===== src/hw/rtl/clu_pkg.sv =====
// Types, token codes, character classes and keyword table of the lexer.
// No dependencies; imported by every lexer module.
package clu_pkg;

   localparam int HEAD_W = 64;

   localparam logic [2:0] KIND_KEYWORD = 3'd0;
   localparam logic [2:0] KIND_IDENT   = 3'd1;
   localparam logic [2:0] KIND_NUMBER  = 3'd2;
   localparam logic [2:0] KIND_OPER    = 3'd3;
   localparam logic [2:0] KIND_SPECIAL = 3'd4;
   localparam logic [2:0] KIND_END     = 3'd5;

   localparam logic [2:0] KW_NONE = 3'd7;
   localparam int         KW_COUNT = 7;

   localparam logic [7:0] CH_NEWLINE = 8'h0A;
   localparam logic [7:0] CH_SLASH   = 8'h2F;
   localparam logic [7:0] CH_STAR    = 8'h2A;
   localparam logic [7:0] CH_HASH    = 8'h23;
   localparam logic [7:0] CH_QUOTE   = 8'h22;

   localparam logic [15:0] LINE_MAX = 16'hFFFF;
   localparam logic [11:0] COL_MAX  = 12'hFFF;

   // keywords packed first character in the low byte
   localparam logic [HEAD_W-1:0] KW_WORD [KW_COUNT] = '{
      64'h0000_0000_0074_6E69,   // int
      64'h0000_0000_7261_6863,   // char
      64'h0000_0074_616F_6C66,   // float
      64'h0000_0000_0000_6669,   // if
      64'h0000_0000_6573_6C65,   // else
      64'h0000_0065_6C69_6877,   // while
      64'h0000_6E72_7574_6572    // return
   };
   localparam logic [3:0] KW_LEN [KW_COUNT] = '{4'd3, 4'd4, 4'd5, 4'd2, 4'd4, 4'd5, 4'd6};

   typedef struct packed {
      logic [7:0] ch;
      logic       end_of_text;
   } clu_req_type;

   typedef struct packed {
      logic [2:0]        kind;
      logic [2:0]        keyword_index;
      logic [HEAD_W-1:0] lexeme_head;
      logic [4:0]        lexeme_length;
      logic              too_long;
      logic [15:0]       line;
      logic [11:0]       column;
      logic              last;
   } clu_rsp_type;

   typedef struct packed {
      logic letter;
      logic digit;
      logic newline;
      logic slash;
      logic star;
      logic hash;
      logic quote;
      logic oper;      // + - * < > = !  (slash handled apart)
      logic special;   // ; ( ) { } [ ] ,
   } clu_class_type;

   typedef struct packed {
      clu_req_type   req;
      clu_class_type cls;
   } clu_item_type;

   function automatic clu_class_type classify(input logic [7:0] c);
      clu_class_type r;
      r = '0;
      r.letter  = (c >= 8'h61 && c <= 8'h7A) || (c >= 8'h41 && c <= 8'h5A) || (c == 8'h5F);
      r.digit   = (c >= 8'h30 && c <= 8'h39);
      r.newline = (c == CH_NEWLINE);
      r.slash   = (c == CH_SLASH);
      r.star    = (c == CH_STAR);
      r.hash    = (c == CH_HASH);
      r.quote   = (c == CH_QUOTE);
      case (c) inside
         8'h2B, 8'h2D, 8'h2A, 8'h3C, 8'h3E, 8'h3D, 8'h21: r.oper = 1'b1;
         8'h3B, 8'h28, 8'h29, 8'h7B, 8'h7D, 8'h5B, 8'h5D, 8'h2C: r.special = 1'b1;
         default: ;
      endcase
      return r;
   endfunction

   function automatic logic [2:0] kw_lookup(input logic [HEAD_W-1:0] head,
                                           input logic [3:0] len);
      logic [2:0] r;
      r = KW_NONE;
      for (int k = 0; k < KW_COUNT; k++) begin
         if (r == KW_NONE && KW_LEN[k] == len && KW_WORD[k] == head)
            r = 3'(k);
      end
      return r;
   endfunction

endpackage


===== src/hw/rtl/clu_front.sv =====
// Front end: classifies each accepted character and holds it in a two-entry queue.
// Depends on clu_pkg.
module clu_front (
   input  logic                 clock,
   input  logic                 reset,
   input  logic                 req_valid,
   output logic                 req_ready,
   input  clu_pkg::clu_req_type req_data,
   output logic                 item_valid,
   input  logic                 item_ready,
   output clu_pkg::clu_item_type item
);
   import clu_pkg::*;

   clu_item_type q_ff [2];
   logic         wr_ptr_ff, wr_ptr_in;
   logic         rd_ptr_ff, rd_ptr_in;
   logic [1:0]   count_ff, count_in;
   logic         push, pop;

   assign req_ready  = (count_ff != 2'd2);
   assign item_valid = (count_ff != 2'd0);
   assign item       = q_ff[rd_ptr_ff];
   assign push       = req_valid && req_ready;
   assign pop        = item_valid && item_ready;

   always_comb begin
      wr_ptr_in = push ? ~wr_ptr_ff : wr_ptr_ff;
      rd_ptr_in = pop ? ~rd_ptr_ff : rd_ptr_ff;
      count_in  = count_ff + 2'(push) - 2'(pop);
   end

   always_ff @(posedge clock) begin
      if (reset) begin
         wr_ptr_ff <= 1'b0;
         rd_ptr_ff <= 1'b0;
         count_ff  <= 2'd0;
      end else begin
         wr_ptr_ff <= wr_ptr_in;
         rd_ptr_ff <= rd_ptr_in;
         count_ff  <= count_in;
      end
   end

   always_ff @(posedge clock) begin
      if (push) begin
         q_ff[wr_ptr_ff].req <= req_data;
         q_ff[wr_ptr_ff].cls <= classify(req_data.ch);
      end
   end

endmodule


===== src/hw/rtl/clu_scanner.sv =====
// Back end: scan state machine, position tracking and token assembly.
// Depends on clu_pkg; makes up to two tokens per character.
module clu_scanner #(
   parameter int MAX_LEXEME = 29,
   parameter int HEAD_CHARS = 8
) (
   input  logic                  clock,
   input  logic                  reset,
   input  logic                  item_valid,
   output logic                  item_ready,
   input  clu_pkg::clu_item_type item,
   input  logic                  tok_room,
   output logic                  tok0_valid,
   output clu_pkg::clu_rsp_type  tok0,
   output logic                  tok1_valid,
   output clu_pkg::clu_rsp_type  tok1
);
   import clu_pkg::*;

   localparam int LEN_W = $clog2(MAX_LEXEME + 1);

   typedef enum logic [7:0] {
      MODE_IDLE      = 8'b0000_0001,
      MODE_IDENT     = 8'b0000_0010,
      MODE_NUMBER    = 8'b0000_0100,
      MODE_SLASH     = 8'b0000_1000,
      MODE_LINESKIP  = 8'b0001_0000,
      MODE_BLOCK     = 8'b0010_0000,
      MODE_BLOCKSTAR = 8'b0100_0000,
      MODE_STRING    = 8'b1000_0000
   } mode_type;

   mode_type          mode_ff, mode_in, scan;
   logic [15:0]       line_ff, line_in;
   logic [11:0]       col_ff, col_in;
   logic [11:0]       start_ff, start_in;
   logic [HEAD_W-1:0] head_ff, head_in;
   logic [LEN_W-1:0]  len_ff, len_in;
   logic              ovf_ff, ovf_in;

   logic              pop, flush, pending;
   logic [2:0]        kw;
   clu_rsp_type       flush_tok;
   logic [7:0]        c;
   clu_class_type     cls;

   assign item_ready = tok_room;
   assign pop        = item_valid && tok_room;
   assign c          = item.req.ch;
   assign cls        = item.cls;
   assign pending    = (mode_ff == MODE_IDENT) || (mode_ff == MODE_NUMBER) ||
                       (mode_ff == MODE_SLASH);

   // token for a pending identifier, number or held slash
   always_comb begin
      kw = (ovf_ff || len_ff > LEN_W'(HEAD_CHARS)) ? KW_NONE : kw_lookup(head_ff, len_ff[3:0]);
      flush_tok               = '0;
      flush_tok.keyword_index = KW_NONE;
      flush_tok.line          = line_ff;
      flush_tok.column        = start_ff;
      flush_tok.lexeme_head   = head_ff;
      flush_tok.lexeme_length = 5'(len_ff);
      flush_tok.too_long      = ovf_ff;
      if (mode_ff == MODE_IDENT) begin
         flush_tok.kind          = (kw != KW_NONE) ? KIND_KEYWORD : KIND_IDENT;
         flush_tok.keyword_index = kw;
      end else if (mode_ff == MODE_NUMBER) begin
         flush_tok.kind = KIND_NUMBER;
      end else begin
         flush_tok.kind          = KIND_OPER;
         flush_tok.lexeme_head   = HEAD_W'(CH_SLASH);
         flush_tok.lexeme_length = 5'd1;
         flush_tok.too_long      = 1'b0;
      end
   end

   always_comb begin
      mode_in  = mode_ff;
      line_in  = line_ff;
      col_in   = col_ff;
      start_in = start_ff;
      head_in  = head_ff;
      len_in   = len_ff;
      ovf_in   = ovf_ff;
      flush    = 1'b0;
      scan     = mode_ff;

      tok0_valid = 1'b0;
      tok0       = flush_tok;
      tok1_valid = 1'b0;
      tok1               = '0;
      tok1.keyword_index = KW_NONE;

      if (pop && item.req.end_of_text) begin
         tok0_valid    = pending;
         tok1_valid    = 1'b1;
         tok1.kind     = KIND_END;
         tok1.line     = line_ff;
         tok1.column   = col_ff;
         mode_in  = MODE_IDLE;
         line_in  = 16'd1;
         col_in   = '0;
         start_in = '0;
         head_in  = '0;
         len_in   = '0;
         ovf_in   = 1'b0;
      end else if (pop) begin
         flush = ((mode_ff == MODE_IDENT) && !(cls.letter || cls.digit)) ||
                 ((mode_ff == MODE_NUMBER) && !cls.digit) ||
                 ((mode_ff == MODE_SLASH) && !cls.slash && !cls.star);
         tok0_valid = flush;
         scan       = flush ? MODE_IDLE : mode_ff;

         if (cls.newline) begin
            if (line_ff != LINE_MAX)
               line_in = line_ff + 16'd1;
            col_in = '0;
         end else if (col_ff != COL_MAX) begin
            col_in = col_ff + 12'd1;
         end

         tok1.line   = line_in;
         tok1.column = col_in;
         tok1.lexeme_head   = HEAD_W'(c);
         tok1.lexeme_length = 5'd1;

         unique case (scan) inside
            MODE_IDENT, MODE_NUMBER: begin
               for (int i = 0; i < 8; i++) begin
                  if (i < HEAD_CHARS && len_ff == LEN_W'(i))
                     head_in[8*i +: 8] = c;
               end
               if (len_ff < LEN_W'(MAX_LEXEME))
                  len_in = len_ff + LEN_W'(1);
               else
                  ovf_in = 1'b1;
            end
            MODE_SLASH: begin
               mode_in = cls.slash ? MODE_LINESKIP : MODE_BLOCK;
            end
            MODE_LINESKIP: begin
               if (cls.newline)
                  mode_in = MODE_IDLE;
            end
            MODE_BLOCK: begin
               if (cls.star)
                  mode_in = MODE_BLOCKSTAR;
            end
            MODE_BLOCKSTAR: begin
               if (cls.slash)
                  mode_in = MODE_IDLE;
               else if (!cls.star)
                  mode_in = MODE_BLOCK;
            end
            MODE_STRING: begin
               if (cls.quote)
                  mode_in = MODE_IDLE;
            end
            default: begin
               mode_in = MODE_IDLE;
               if (cls.hash) begin
                  mode_in = MODE_LINESKIP;
               end else if (cls.quote) begin
                  mode_in = MODE_STRING;
               end else if (cls.slash) begin
                  mode_in  = MODE_SLASH;
                  start_in = col_in;
               end else if (cls.letter || cls.digit) begin
                  mode_in  = cls.letter ? MODE_IDENT : MODE_NUMBER;
                  head_in  = HEAD_W'(c);
                  len_in   = LEN_W'(1);
                  ovf_in   = 1'b0;
                  start_in = col_in;
               end else if (cls.oper) begin
                  tok1_valid = 1'b1;
                  tok1.kind  = KIND_OPER;
               end else if (cls.special) begin
                  tok1_valid = 1'b1;
                  tok1.kind  = KIND_SPECIAL;
               end
            end
         endcase
      end

      tok0.last = !tok1_valid;
      tok1.last = 1'b1;
   end

   always_ff @(posedge clock) begin
      if (reset) begin
         mode_ff  <= MODE_IDLE;
         line_ff  <= 16'd1;
         col_ff   <= '0;
         start_ff <= '0;
         head_ff  <= '0;
         len_ff   <= '0;
         ovf_ff   <= 1'b0;
      end else begin
         mode_ff  <= mode_in;
         line_ff  <= line_in;
         col_ff   <= col_in;
         start_ff <= start_in;
         head_ff  <= head_in;
         len_ff   <= len_in;
         ovf_ff   <= ovf_in;
      end
   end

endmodule


===== src/hw/rtl/clu_token_queue.sv =====
// Output queue: takes up to two tokens a cycle, hands out one per transfer.
// Depends on clu_pkg.
module clu_token_queue (
   input  logic                 clock,
   input  logic                 reset,
   input  logic                 push0_valid,
   input  clu_pkg::clu_rsp_type push0,
   input  logic                 push1_valid,
   input  clu_pkg::clu_rsp_type push1,
   output logic                 room,
   output logic                 rsp_valid,
   input  logic                 rsp_ready,
   output clu_pkg::clu_rsp_type rsp_data
);
   import clu_pkg::*;

   localparam int DEPTH = 4;

   clu_rsp_type q_ff [DEPTH];
   logic [1:0]  wr_ptr_ff, wr_ptr_in;
   logic [1:0]  rd_ptr_ff, rd_ptr_in;
   logic [2:0]  count_ff, count_in;
   logic [1:0]  n_push;
   logic        pop;
   clu_rsp_type first;

   // room for a worst-case pair of tokens
   assign room      = (count_ff < 3'(DEPTH - 1));
   assign rsp_valid = (count_ff != 3'd0);
   assign rsp_data  = q_ff[rd_ptr_ff];
   assign pop       = rsp_valid && rsp_ready;

   always_comb begin
      n_push    = 2'(push0_valid) + 2'(push1_valid);
      first     = push0_valid ? push0 : push1;
      wr_ptr_in = wr_ptr_ff + n_push;
      rd_ptr_in = rd_ptr_ff + 2'(pop);
      count_in  = count_ff + 3'(n_push) - 3'(pop);
   end

   always_ff @(posedge clock) begin
      if (reset) begin
         wr_ptr_ff <= '0;
         rd_ptr_ff <= '0;
         count_ff  <= '0;
      end else begin
         wr_ptr_ff <= wr_ptr_in;
         rd_ptr_ff <= rd_ptr_in;
         count_ff  <= count_in;
      end
   end

   always_ff @(posedge clock) begin
      if (n_push != 2'd0)
         q_ff[wr_ptr_ff] <= first;
      if (n_push == 2'd2)
         q_ff[wr_ptr_ff + 2'd1] <= push1;
   end

endmodule


===== src/hw/rtl/c_subset_lexer_unit.sv =====
// A character is registered in the front queue, and a token that it completes in the output
// queue, before rsp offers it; identifiers, numbers and a held slash complete on the next one.
// One character per cycle; req stalls once the front queue fills while 3+ tokens are queued.
// A character that yields two tokens (or end of text after a pending token) drains them
// one per cycle while rsp_ready is high, through the four-entry output queue.
// Reset (synchronous, active high) empties both queues and returns position to line 1.
module c_subset_lexer_unit #(
   parameter int MAX_LEXEME = 29,
   parameter int HEAD_CHARS = 8
) (
   input  logic                 clock,
   input  logic                 reset,
   input  logic                 req_valid,
   output logic                 req_ready,
   input  clu_pkg::clu_req_type req_data,
   output logic                 rsp_valid,
   input  logic                 rsp_ready,
   output clu_pkg::clu_rsp_type rsp_data
);
   import clu_pkg::*;

   logic         item_valid, item_ready;
   clu_item_type item;
   logic         tok_room;
   logic         tok0_valid, tok1_valid;
   clu_rsp_type  tok0, tok1;

   clu_front u_front (
      .clock      (clock),
      .reset      (reset),
      .req_valid  (req_valid),
      .req_ready  (req_ready),
      .req_data   (req_data),
      .item_valid (item_valid),
      .item_ready (item_ready),
      .item       (item)
   );

   clu_scanner #(
      .MAX_LEXEME (MAX_LEXEME),
      .HEAD_CHARS (HEAD_CHARS)
   ) u_scanner (
      .clock      (clock),
      .reset      (reset),
      .item_valid (item_valid),
      .item_ready (item_ready),
      .item       (item),
      .tok_room   (tok_room),
      .tok0_valid (tok0_valid),
      .tok0       (tok0),
      .tok1_valid (tok1_valid),
      .tok1       (tok1)
   );

   clu_token_queue u_tokq (
      .clock       (clock),
      .reset       (reset),
      .push0_valid (tok0_valid),
      .push0       (tok0),
      .push1_valid (tok1_valid),
      .push1       (tok1),
      .room        (tok_room),
      .rsp_valid   (rsp_valid),
      .rsp_ready   (rsp_ready),
      .rsp_data    (rsp_data)
   );

endmodule


===== config.mk =====
export PLATFORM = sky130hd
export DESIGN_NAME = c_subset_lexer_unit
export DESIGN_NICKNAME = d
export VERILOG_FILES = /design/src/hw/rtl/clu_pkg.sv /design/src/hw/rtl/clu_front.sv /design/src/hw/rtl/clu_scanner.sv /design/src/hw/rtl/clu_token_queue.sv /design/src/hw/rtl/c_subset_lexer_unit.sv
export SDC_FILE = /design/constraint.sdc
export NUM_CORES = 1
export LEC_CHECK = 0
export ABC_AREA = 1
export BUFFER_PORTS_ARGS = -buffer_cell sky130_fd_sc_hd__buf_4
export CORE_AREA = 2 2 215 217
export DETAILED_ROUTE_END_ITERATION = 10
export DIE_AREA = 0 0 217 219
export PLACE_DENSITY = 0.75
export SKIP_LAST_GASP = 1
export SLEW_MARGIN = 10
export SYNTH_ARGS = -nofsm -noshare
export SYNTH_HDL_FRONTEND = slang
export SYNTH_SLANG_ARGS = --single-unit

===== constraint.sdc =====
create_clock -name clock -period 5 [get_ports clock]
set_input_delay 0.5 -clock clock [delete_from_list [all_inputs] [get_ports clock]]
set_output_delay 0.5 -clock clock [all_outputs]
set_load 0.03 [all_outputs]

==> results of run 1 <==
critical path, cell delays in order, from the launching register on:
cell and delay, ns:
dfxtp_1 0.62, inv_2 0.21, nand2_1 0.10, nand2_1 0.07, nand3_1 0.12, nand2_1 0.12, nor2_4 0.17, nand3_4 0.24
inv_2 0.30, nor2_1 0.12, nand3_1 0.08, nand2_1 0.09, inv_1 0.08, ha_1 0.28, nor3_2 0.08, inv_2 0.07
buf_4 0.45, buf_4 0.68, o22ai_1 0.19
cell usage after synthesis, types with 2 or more instances:
library cell / n
a211oi_1: 2
a21oi_1: 55
a31oi_1: 3
buf_1: 5
buf_2: 21
buf_4: 8
buf_6: 4
clkbuf_1: 177
dfxtp_1: 390
edfxtp_1: 196
ha_1: 16
inv_1: 207
inv_2: 23
mux2i_1: 7
nand2_1: 798
nand3_1: 160
nand3_4: 3
nand4_1: 79
nand4_2: 2
nor2_1: 531
nor2_2: 6
nor2_4: 4
nor3_1: 33
nor4_1: 3
o211ai_1: 3
o21a_1: 12
o21ai_0: 295
o21ai_1: 262
o21ai_2: 8
o22ai_1: 190
o31ai_1: 4
or2_1: 3
or2_2: 10
xnor2_1: 7
xor2_1: 8
sequential cells by signal (all words and copies together) (netlist names), named ones only:
signal              count
u_tokq.q_ff           420
u_scanner.head_ff      64
u_front.q_ff           36
u_scanner.line_ff      16
u_scanner.col_ff       12
u_scanner.start_ff     12
u_scanner.mode_ff       8
u_scanner.len_ff        5
u_tokq.count_ff         3
u_front.count_ff        2
u_tokq.rd_ptr_ff        2
u_tokq.wr_ptr_ff        2
u_front.rd_ptr_ff       1
u_front.wr_ptr_ff       1
u_scanner.ovf_ff        1
cell type report:
| cell class | instances | area share |
|---|---|---|
| multi-input cells | 2520 | 0.389 |
| clock inverters | 16 | 0.00617 |
| inverters | 231 | 0.0287 |
| flip-flops and latches | 586 | 0.451 |
| clock buffers | 93 | 0.0589 |
| repair buffers | 166 | 0.0414 |
| well taps | 600 | 0.0247 |
layer usage:
metal,wire length (um),up-vias,part of all wire,GRT usage
met5,0,-,0,0
met3,7160,244,0.086,0.0615
met1,32700,11900,0.39,0.431
met4,3500,0,0.042,0.157
li1,-,12000,-,-
met2,39400,1265,0.48,0.584
worst min path at each step:
| stage | cells after the start | end | slack (ns) |
|---|---|---|---|
| after global placement | 2 | u_tokq.q_ff[1][95]$_SDFFE_PP0P_ | 0.43 |
| after CTS | 1 | u_front.q_ff[1][9]$_DFFE_PP_ | 0.04 |
| after floorplan | 2 | u_tokq.q_ff[1][95]$_SDFFE_PP0P_ | 0.42 |
| after global routing | 1 | u_front.q_ff[1][9]$_DFFE_PP_ | 0.04 |
| after detailed placement | 2 | u_tokq.q_ff[1][95]$_SDFFE_PP0P_ | 0.44 |
| final | 1 | u_front.q_ff[1][9]$_DFFE_PP_ | 0.07 |
power groups by stage:
stage	clock, mW	combinational, mW	sequential [mW]
final	4.49	6.41	5.73
after global routing	4.72	6.89	5.77
after CTS	4.53	6.33	5.72
after detailed placement	0	6.30	5.82
after global placement	0	6.20	5.80
after floorplan	0	4.26	5.69
layout by cell type, fill, tap and decap left out, types with 16 or more instances in the layout:
cell type  count
nor3_1        27
o21ai_1      261
ha_1          16
inv_2         28
inv_1        201
dfxtp_1      388
nand2_1      794
nor2_1       530
a21oi_1       55
nand3_1      160
o21ai_0      295
o22ai_1      190
nand4_1       79
clkbuf_16     61
buf_4        165
clkbuf_1      16
edfxtp_1     196
kinds of logic (layout without fill, tap and decap cells):
| group | Yosys count | after routing | synth area share |
|---|---|---|---|
| simple gates | 1641 | 1641 | 0.249 |
| compound gates | 840 | 840 | 0.167 |
| flops | 586 | 586 | 0.503 |
| buf+inv | 446 | 506 | 0.0648 |
| fa+ha+maj | 17 | 17 | 0.00809 |
| xor+xnor | 15 | 15 | 0.00483 |
| mux | 7 | 7 | 0.00258 |
==> summary.md, run 1 <==
| Metric | Value |
|---|---|
| Outcome | `completed` |
| Internal power | `9.77 mW` |
| Count of buffers added by post-CTS timing repair for setup | `0` |
| Cells resized by post-CTS repair | `0` |
| Kind of start point of the critical path | `flip-flop` |
| VDD IR-drop max | `592 uV` |
| Arrival time at the worst endpoint | `4.73 ns` |
| Clock Latency Late Sink | `0.62 ns` |
| Detailed-route via count | `25,400` |
| Final total power | `16.6 mW` |
| Wire length after detailed routing | `82,800 um` |
| Total track usage | `0.345` |
| Net switching power | `6.85 mW` |
| Critical Path End | `u_tokq.q_ff[0][38]$_DFFE_PP_` |
| Part of the total power dissipated in combinational logic | `0.386` |
| Maximum Capacitance Violations | `0` |
| Overflow after GRT | `0` |
| Initial Utilization | `0.603` |
| Row Count | `78` |
| Die extent in x | `217 um` |
| Slew at the pin with the worst max-slew slack | `1.20 ns` |
| Post-route fraction of the period consumed by the critical path | `0.883` |
| Highest clock rate | `0.227 GHz` |
| Synth Register Bits | `586` |
| Number of DRC violations after detailed routing | `0` |
| Post-detailed-route count of antenna-violating nets | `0` |
| Endpoint required time on the critical path | `5.32 ns` |
| Half-perimeter wire length of the detailed placement result | `50,800 um` |
| Largest fanout on the critical path | `47` |
| Wire length of the first global-routing pass | `129,000 um` |
| RSZ-0062 raised after global routing | `no` |
| Hold_sp | `req_data[0]` |
| Capturing element type of the critical path | `flip-flop` |
| Clock Path Buffers | `3` |
| Vertical extent of the die | `219 um` |
| Placed Instance Area | `28,400 um^2` |
| Number of buffers inserted during clock tree synthesis | `59` |
| Class of the worst hold path | `in -> reg` |
| TritonCTS clock tree | `yes` |
| Antenna violations before repair | `0` |
| Utilization of the core after routing | `0.674` |
| Number of levels the H-tree was split into | `2` |
| Cells taking the most area after synthesis | `dfxtp_1 29%, edfxtp_1 22%, nand2_1 11%` |
| Number of fillers in the final layout | `3,807` |
| Slack of the critical path | `0.587 ns` |
| Post-CTS clock slew at the launch and capture registers of the worst setup and hold paths | `0.06 ns` |
| Share of layout cells above drive strength 1 | `0.0941` |
| Min Hold Slack | `0.0664 ns` |
| Root Driver | `clkbuf_16` |
| Synthesized Nets | `3,582` |
| Io pins | `120` |
| Register share of total power | `0.345` |
| Largest net degree at the start of global routing | `120` |
| Cell count after synthesis | `3,552` |
| R2r endpoint | `u_tokq.q_ff[0][38]$_DFFE_PP_` |
| Count of hold buffers inserted by post-cts repair | `0` |
| Clock period minus final worst setup slack | `4.41 ns` |
| Register area | `13,700 um^2` |
| Placed Cells incl. Taps | `4,103` |
| Switching share of power | `0.412` |
| Clock Skews | `0.0231 ns` |
| Count of synthesis-stage warnings from yosys | `0` |
| Count of inserted antenna diode cells | `0` |
| DR iter-0 viols | `2,927` |
| Drt first pass iters | `6` |
| Commonest register cell after synthesis | `dfxtp_1` |
| Type of the setup path with the least slack | `reg -> reg` |
| Setup Total Neg Slack | `0 ns` |
| Setup violation total in the final timing report | `0` |
| Cell area after synthesis | `27,200 um^2` |
| Last weighted congestion value of the routability-driven placer | `0.942` |
| Worst max-slew margin expressed relative to the limit | `0.198` |
| Count of clock tree sinks | `586` |
| Post-layout net count | `3,594` |
| Worst reg2reg setup slack | `0.59 ns` |
| Register area share after synthesis | `0.503` |
| Pre-CTS setup slack | `0.693 ns` |
| Syn_area_per_cell | `7.66 um^2` |
| Vias per Instance | `6.04` |
| Max-slew violation count | `0` |
| Post-synth EDFFs | `196` |
| Unique cell type count in the Yosys netlist | `52` |
| Overall die area | `47,500 um^2` |
| Count of input and output buffers | `119` |
| Area of the multi-input gates | `11,800 um^2` |
| Average routed wire per standard cell | `19.6 um` |
| Finished Cell Area | `30,400 um^2` |
| Leakage | `11.7 nW` |
| Cell type contributing the most total cell area after synthesis | `dfxtp_1` |
| Number of global-route vias before repair | `24,500` |
| Yosys top cell area share | `0.287` |
| Growth of design area from synthesis to finish | `11.7%` |
| Share of total power in the clock network | `0.270` |
| Share of flip-flops with an asynchronous set or reset | `0` |
| Total count of hold-check failures in the final report | `0` |
| Power density over the cells | `547 nW/um^2` |
| Non-filler instance count after layout | `4,212` |
| Worst reg2reg path depth | `18` |
| Standard cell core area | `45,100 um^2` |
Note: power is estimated with default switching activity, not from simulation.
==> run 2: changes to the inputs <==
Settings changed: CORE_AREA 2 2 215 217 to 2 2 274 195, DIE_AREA 0 0 217 219 to 0 0 276 197, GPL_TIMING_DRIVEN from default to 1, PLACE_DENSITY 0.75 to 0.67.
==> run 2 against run 1 <==
  * The run now ends with DRC left
  * Clock-buffer cell count fell by 17
  * Largest power group unchanged
  * Worst hold slack improved by 0.016 ns
  * Critical endpoint is now u_tokq.q_ff[0][104]$_DFFE_PP_
  * Setup slack improved by 0.11 ns
==> summary.md, run 2 (synthesis results as in run 1) <==
| Metric | Value |
|---|---|
| Outcome | `complete, but fails checks` |
| Failing checks | `DRC` |
| Hold_sp | `req_data[0]` |
| Overflow after GRT | `0` |
| Sequence of cells on the critical path | `inv_2 > nand2_1 > nand2_1 > nand3_1 > nand2_1 > nor2_4 > nand3_4 > inv_2 > nor2_1 > nand3_1 > nand2_1 > inv_1 > ha_1 > nor3_2 > inv_2 > buf_4 > buf_4 > nor2_1 > o21a_1` |
| Wire length after detailed routing | `89,700 um` |
| Arrival time at the worst endpoint | `4.69 ns` |
| Total count of hold-check failures in the final report | `0` |
| Count of inserted antenna diode cells | `0` |
| Cells resized by post-CTS repair | `0` |
| Wire length of the first global-routing pass | `138,000 um` |
| Kind of start point of the critical path | `flip-flop` |
| Count of input and output buffers | `119` |
| Post-layout net count | `3,595` |
| Post-detailed-route count of antenna-violating nets | `0` |
| RSZ-0062 raised after global routing | `no` |
| Post-route fraction of the period consumed by the critical path | `0.860` |
| Clock period minus final worst setup slack | `4.30 ns` |
| Vertical extent of the die | `197 um` |
| Half-perimeter wire length of the detailed placement result | `56,300 um` |
| Post-CTS clock slew at the launch and capture registers of the worst setup and hold paths | `0.07 ns` |
| Setup Total Neg Slack | `0 ns` |
| Class of the worst hold path | `in -> reg` |
| Count of hold buffers inserted by post-cts repair | `0` |
| VDD IR-drop max | `337 uV` |
| Flip-flop count of the largest register after layout | `420` |
| Highest clock rate | `0.232 GHz` |
| Count of clock tree sinks | `586` |
| Clock Path Buffers | `3` |
| Standard cell core area | `51,700 um^2` |
| Initial Utilization | `0.527` |
| Largest registers | `u_tokq.q_ff (420), u_scanner.head_ff (64), u_front.q_ff (36)` |
| Largest net degree at the start of global routing | `103` |
| Drt first pass iters | `9` |
| Utilization of the core after routing | `0.589` |
| Average routed wire per standard cell | `20.9 um` |
| Root Driver | `clkbuf_16` |
| Worst max-slew margin expressed relative to the limit | `0.105` |
| Antenna violations before repair | `1` |
| Maximum Capacitance Violations | `0` |
| Leading cell type in the layout, fill and taps excluded | `nand2_1` |
| Clock Skews | `0.0327 ns` |
| Clock Latency Late Sink | `0.64 ns` |
| Detailed-route via count | `25,800` |
| Capturing element type of the critical path | `flip-flop` |
| DR iter-0 viols | `3,303` |
| Count of buffer and inverter cells on the critical path | `6` |
| Largest stage delay on the critical path | `0.72 ns` |
| Critical-path top delay cell | `buf_4` |
| Overall die area | `54,400 um^2` |
| TritonCTS clock tree | `yes` |
| Die extent in x | `276 um` |
| Final total power | `16.6 mW` |
| Row Count | `70` |
| Largest fanout on the critical path | `50` |
| Min Hold Slack | `0.0821 ns` |
| Slack of the critical path | `0.698 ns` |
| Crit path top cell by count | `nand2_1` |
| Kind of cell adding the most delay to the critical path | `buffers and inverters` |
| Pre-CTS setup slack | `0.817 ns` |
| Total track usage | `0.323` |
| Type of the setup path with the least slack | `reg -> reg` |
| Endpoint required time on the critical path | `5.39 ns` |
| Share of layout cells above drive strength 1 | `0.0952` |
| Power density over the cells | `546 nW/um^2` |
| Number of global-route vias before repair | `24,300` |
| Leakage | `11.6 nW` |
| Count of buffers added by post-CTS timing repair for setup | `0` |
| Largest Register | `u_tokq.q_ff` |
| Last weighted congestion value of the routability-driven placer | `0.966` |
| Commonest cells after routing, fill and taps aside | `794 x nand2_1, 530 x nor2_1, 388 x dfxtp_1` |
| Number of levels the H-tree was split into | `2` |
| Max-slew violation count | `0` |
| Number of buffers inserted during clock tree synthesis | `56` |
| Io pins | `120` |
| Growth of design area from synthesis to finish | `11.8%` |
| Number of DRC violations after detailed routing | `8` |
| Vias per Instance | `6.01` |
| Slew at the pin with the worst max-slew slack | `1.33 ns` |
| Setup violation total in the final timing report | `0` |
==> run 2: cell types whose count changed in the layout (fill, tap and decap cells not counted), sizes merged <==
cell      delta
buf          +4
bufinv       -2
clkbuf      -17
clkinv      +14
clkinvlp     +1
inv          +1
==> run 2: routing by layer <==
metal | GRT usage | part of all wire | vias to the layer above
met2 | 0.467 | 0.41 | 1431
met3 | 0.101 | 0.13 | 138
met1 | 0.466 | 0.44 | 12200
met4 | 0.0848 | 0.019 | 2
met5 | 0.0115 | 0.00095 | -
li1 | - | - | 12000
==> run 2: final cells by class <==
class / count / area (um^2)
flip-flops and latches: 586 / 13700
inverters: 231 / 873
well taps: 684 / 856
fillers: 4675 / 21300
multi-input cells: 2520 / 11800
repair buffers: 170 / 1310
clock inverters: 30 / 239
clock buffers: 76 / 1600
==> run 2: final timing paths <==
| kind | endpoint | slack (ns) | depth (start not counted) |
|---|---|---|---|
| max reg2reg | u_tokq.q_ff[0][104]$_DFFE_PP_ | 0.70 | 19 |
| min reg2reg | u_tokq.q_ff[1][75]$_SDFFE_PP0P_ | 0.46 | 2 |
| max | u_tokq.q_ff[0][104]$_DFFE_PP_ | 0.70 | 19 |
| min | u_front.q_ff[1][9]$_DFFE_PP_ | 0.08 | 1 |
==> run 2: metrics by stage <==
stage | std cells | instance area, um^2
2_1_floorplan | 3552 | 27200
3_3_place_gp | 4191 | 28600
3_5_place_dp | 4191 | 28600
4_1_cts | 4297 | 30400
5_1_grt | 4297 | 30400
6_report | 4297 | 30400
==> run 2: worst reg2reg max path, delay by kind of cell, from the launching register on <==
kind                       cells  cell delay [ns]
buffers and inverters          6             1.76
adders and majority gates      1             0.28
AOI/OAI and AO/OA              1             0.20
and+or+nand+nor               11             1.33
DFF                            1             0.49
==> run 2: power by group <==
| group | total (mW) | switching, mW | leakage (nW) | internal, mW |
|---|---|---|---|---|
| Clock | 4.31 | 1.95 | 0.908 | 2.36 |
| Sequential | 5.77 | 0.363 | 5.08 | 5.41 |
| Combinational | 6.54 | 4.82 | 5.63 | 1.72 |
| Total | 16.6 | 7.13 | 11.6 | 9.49 |
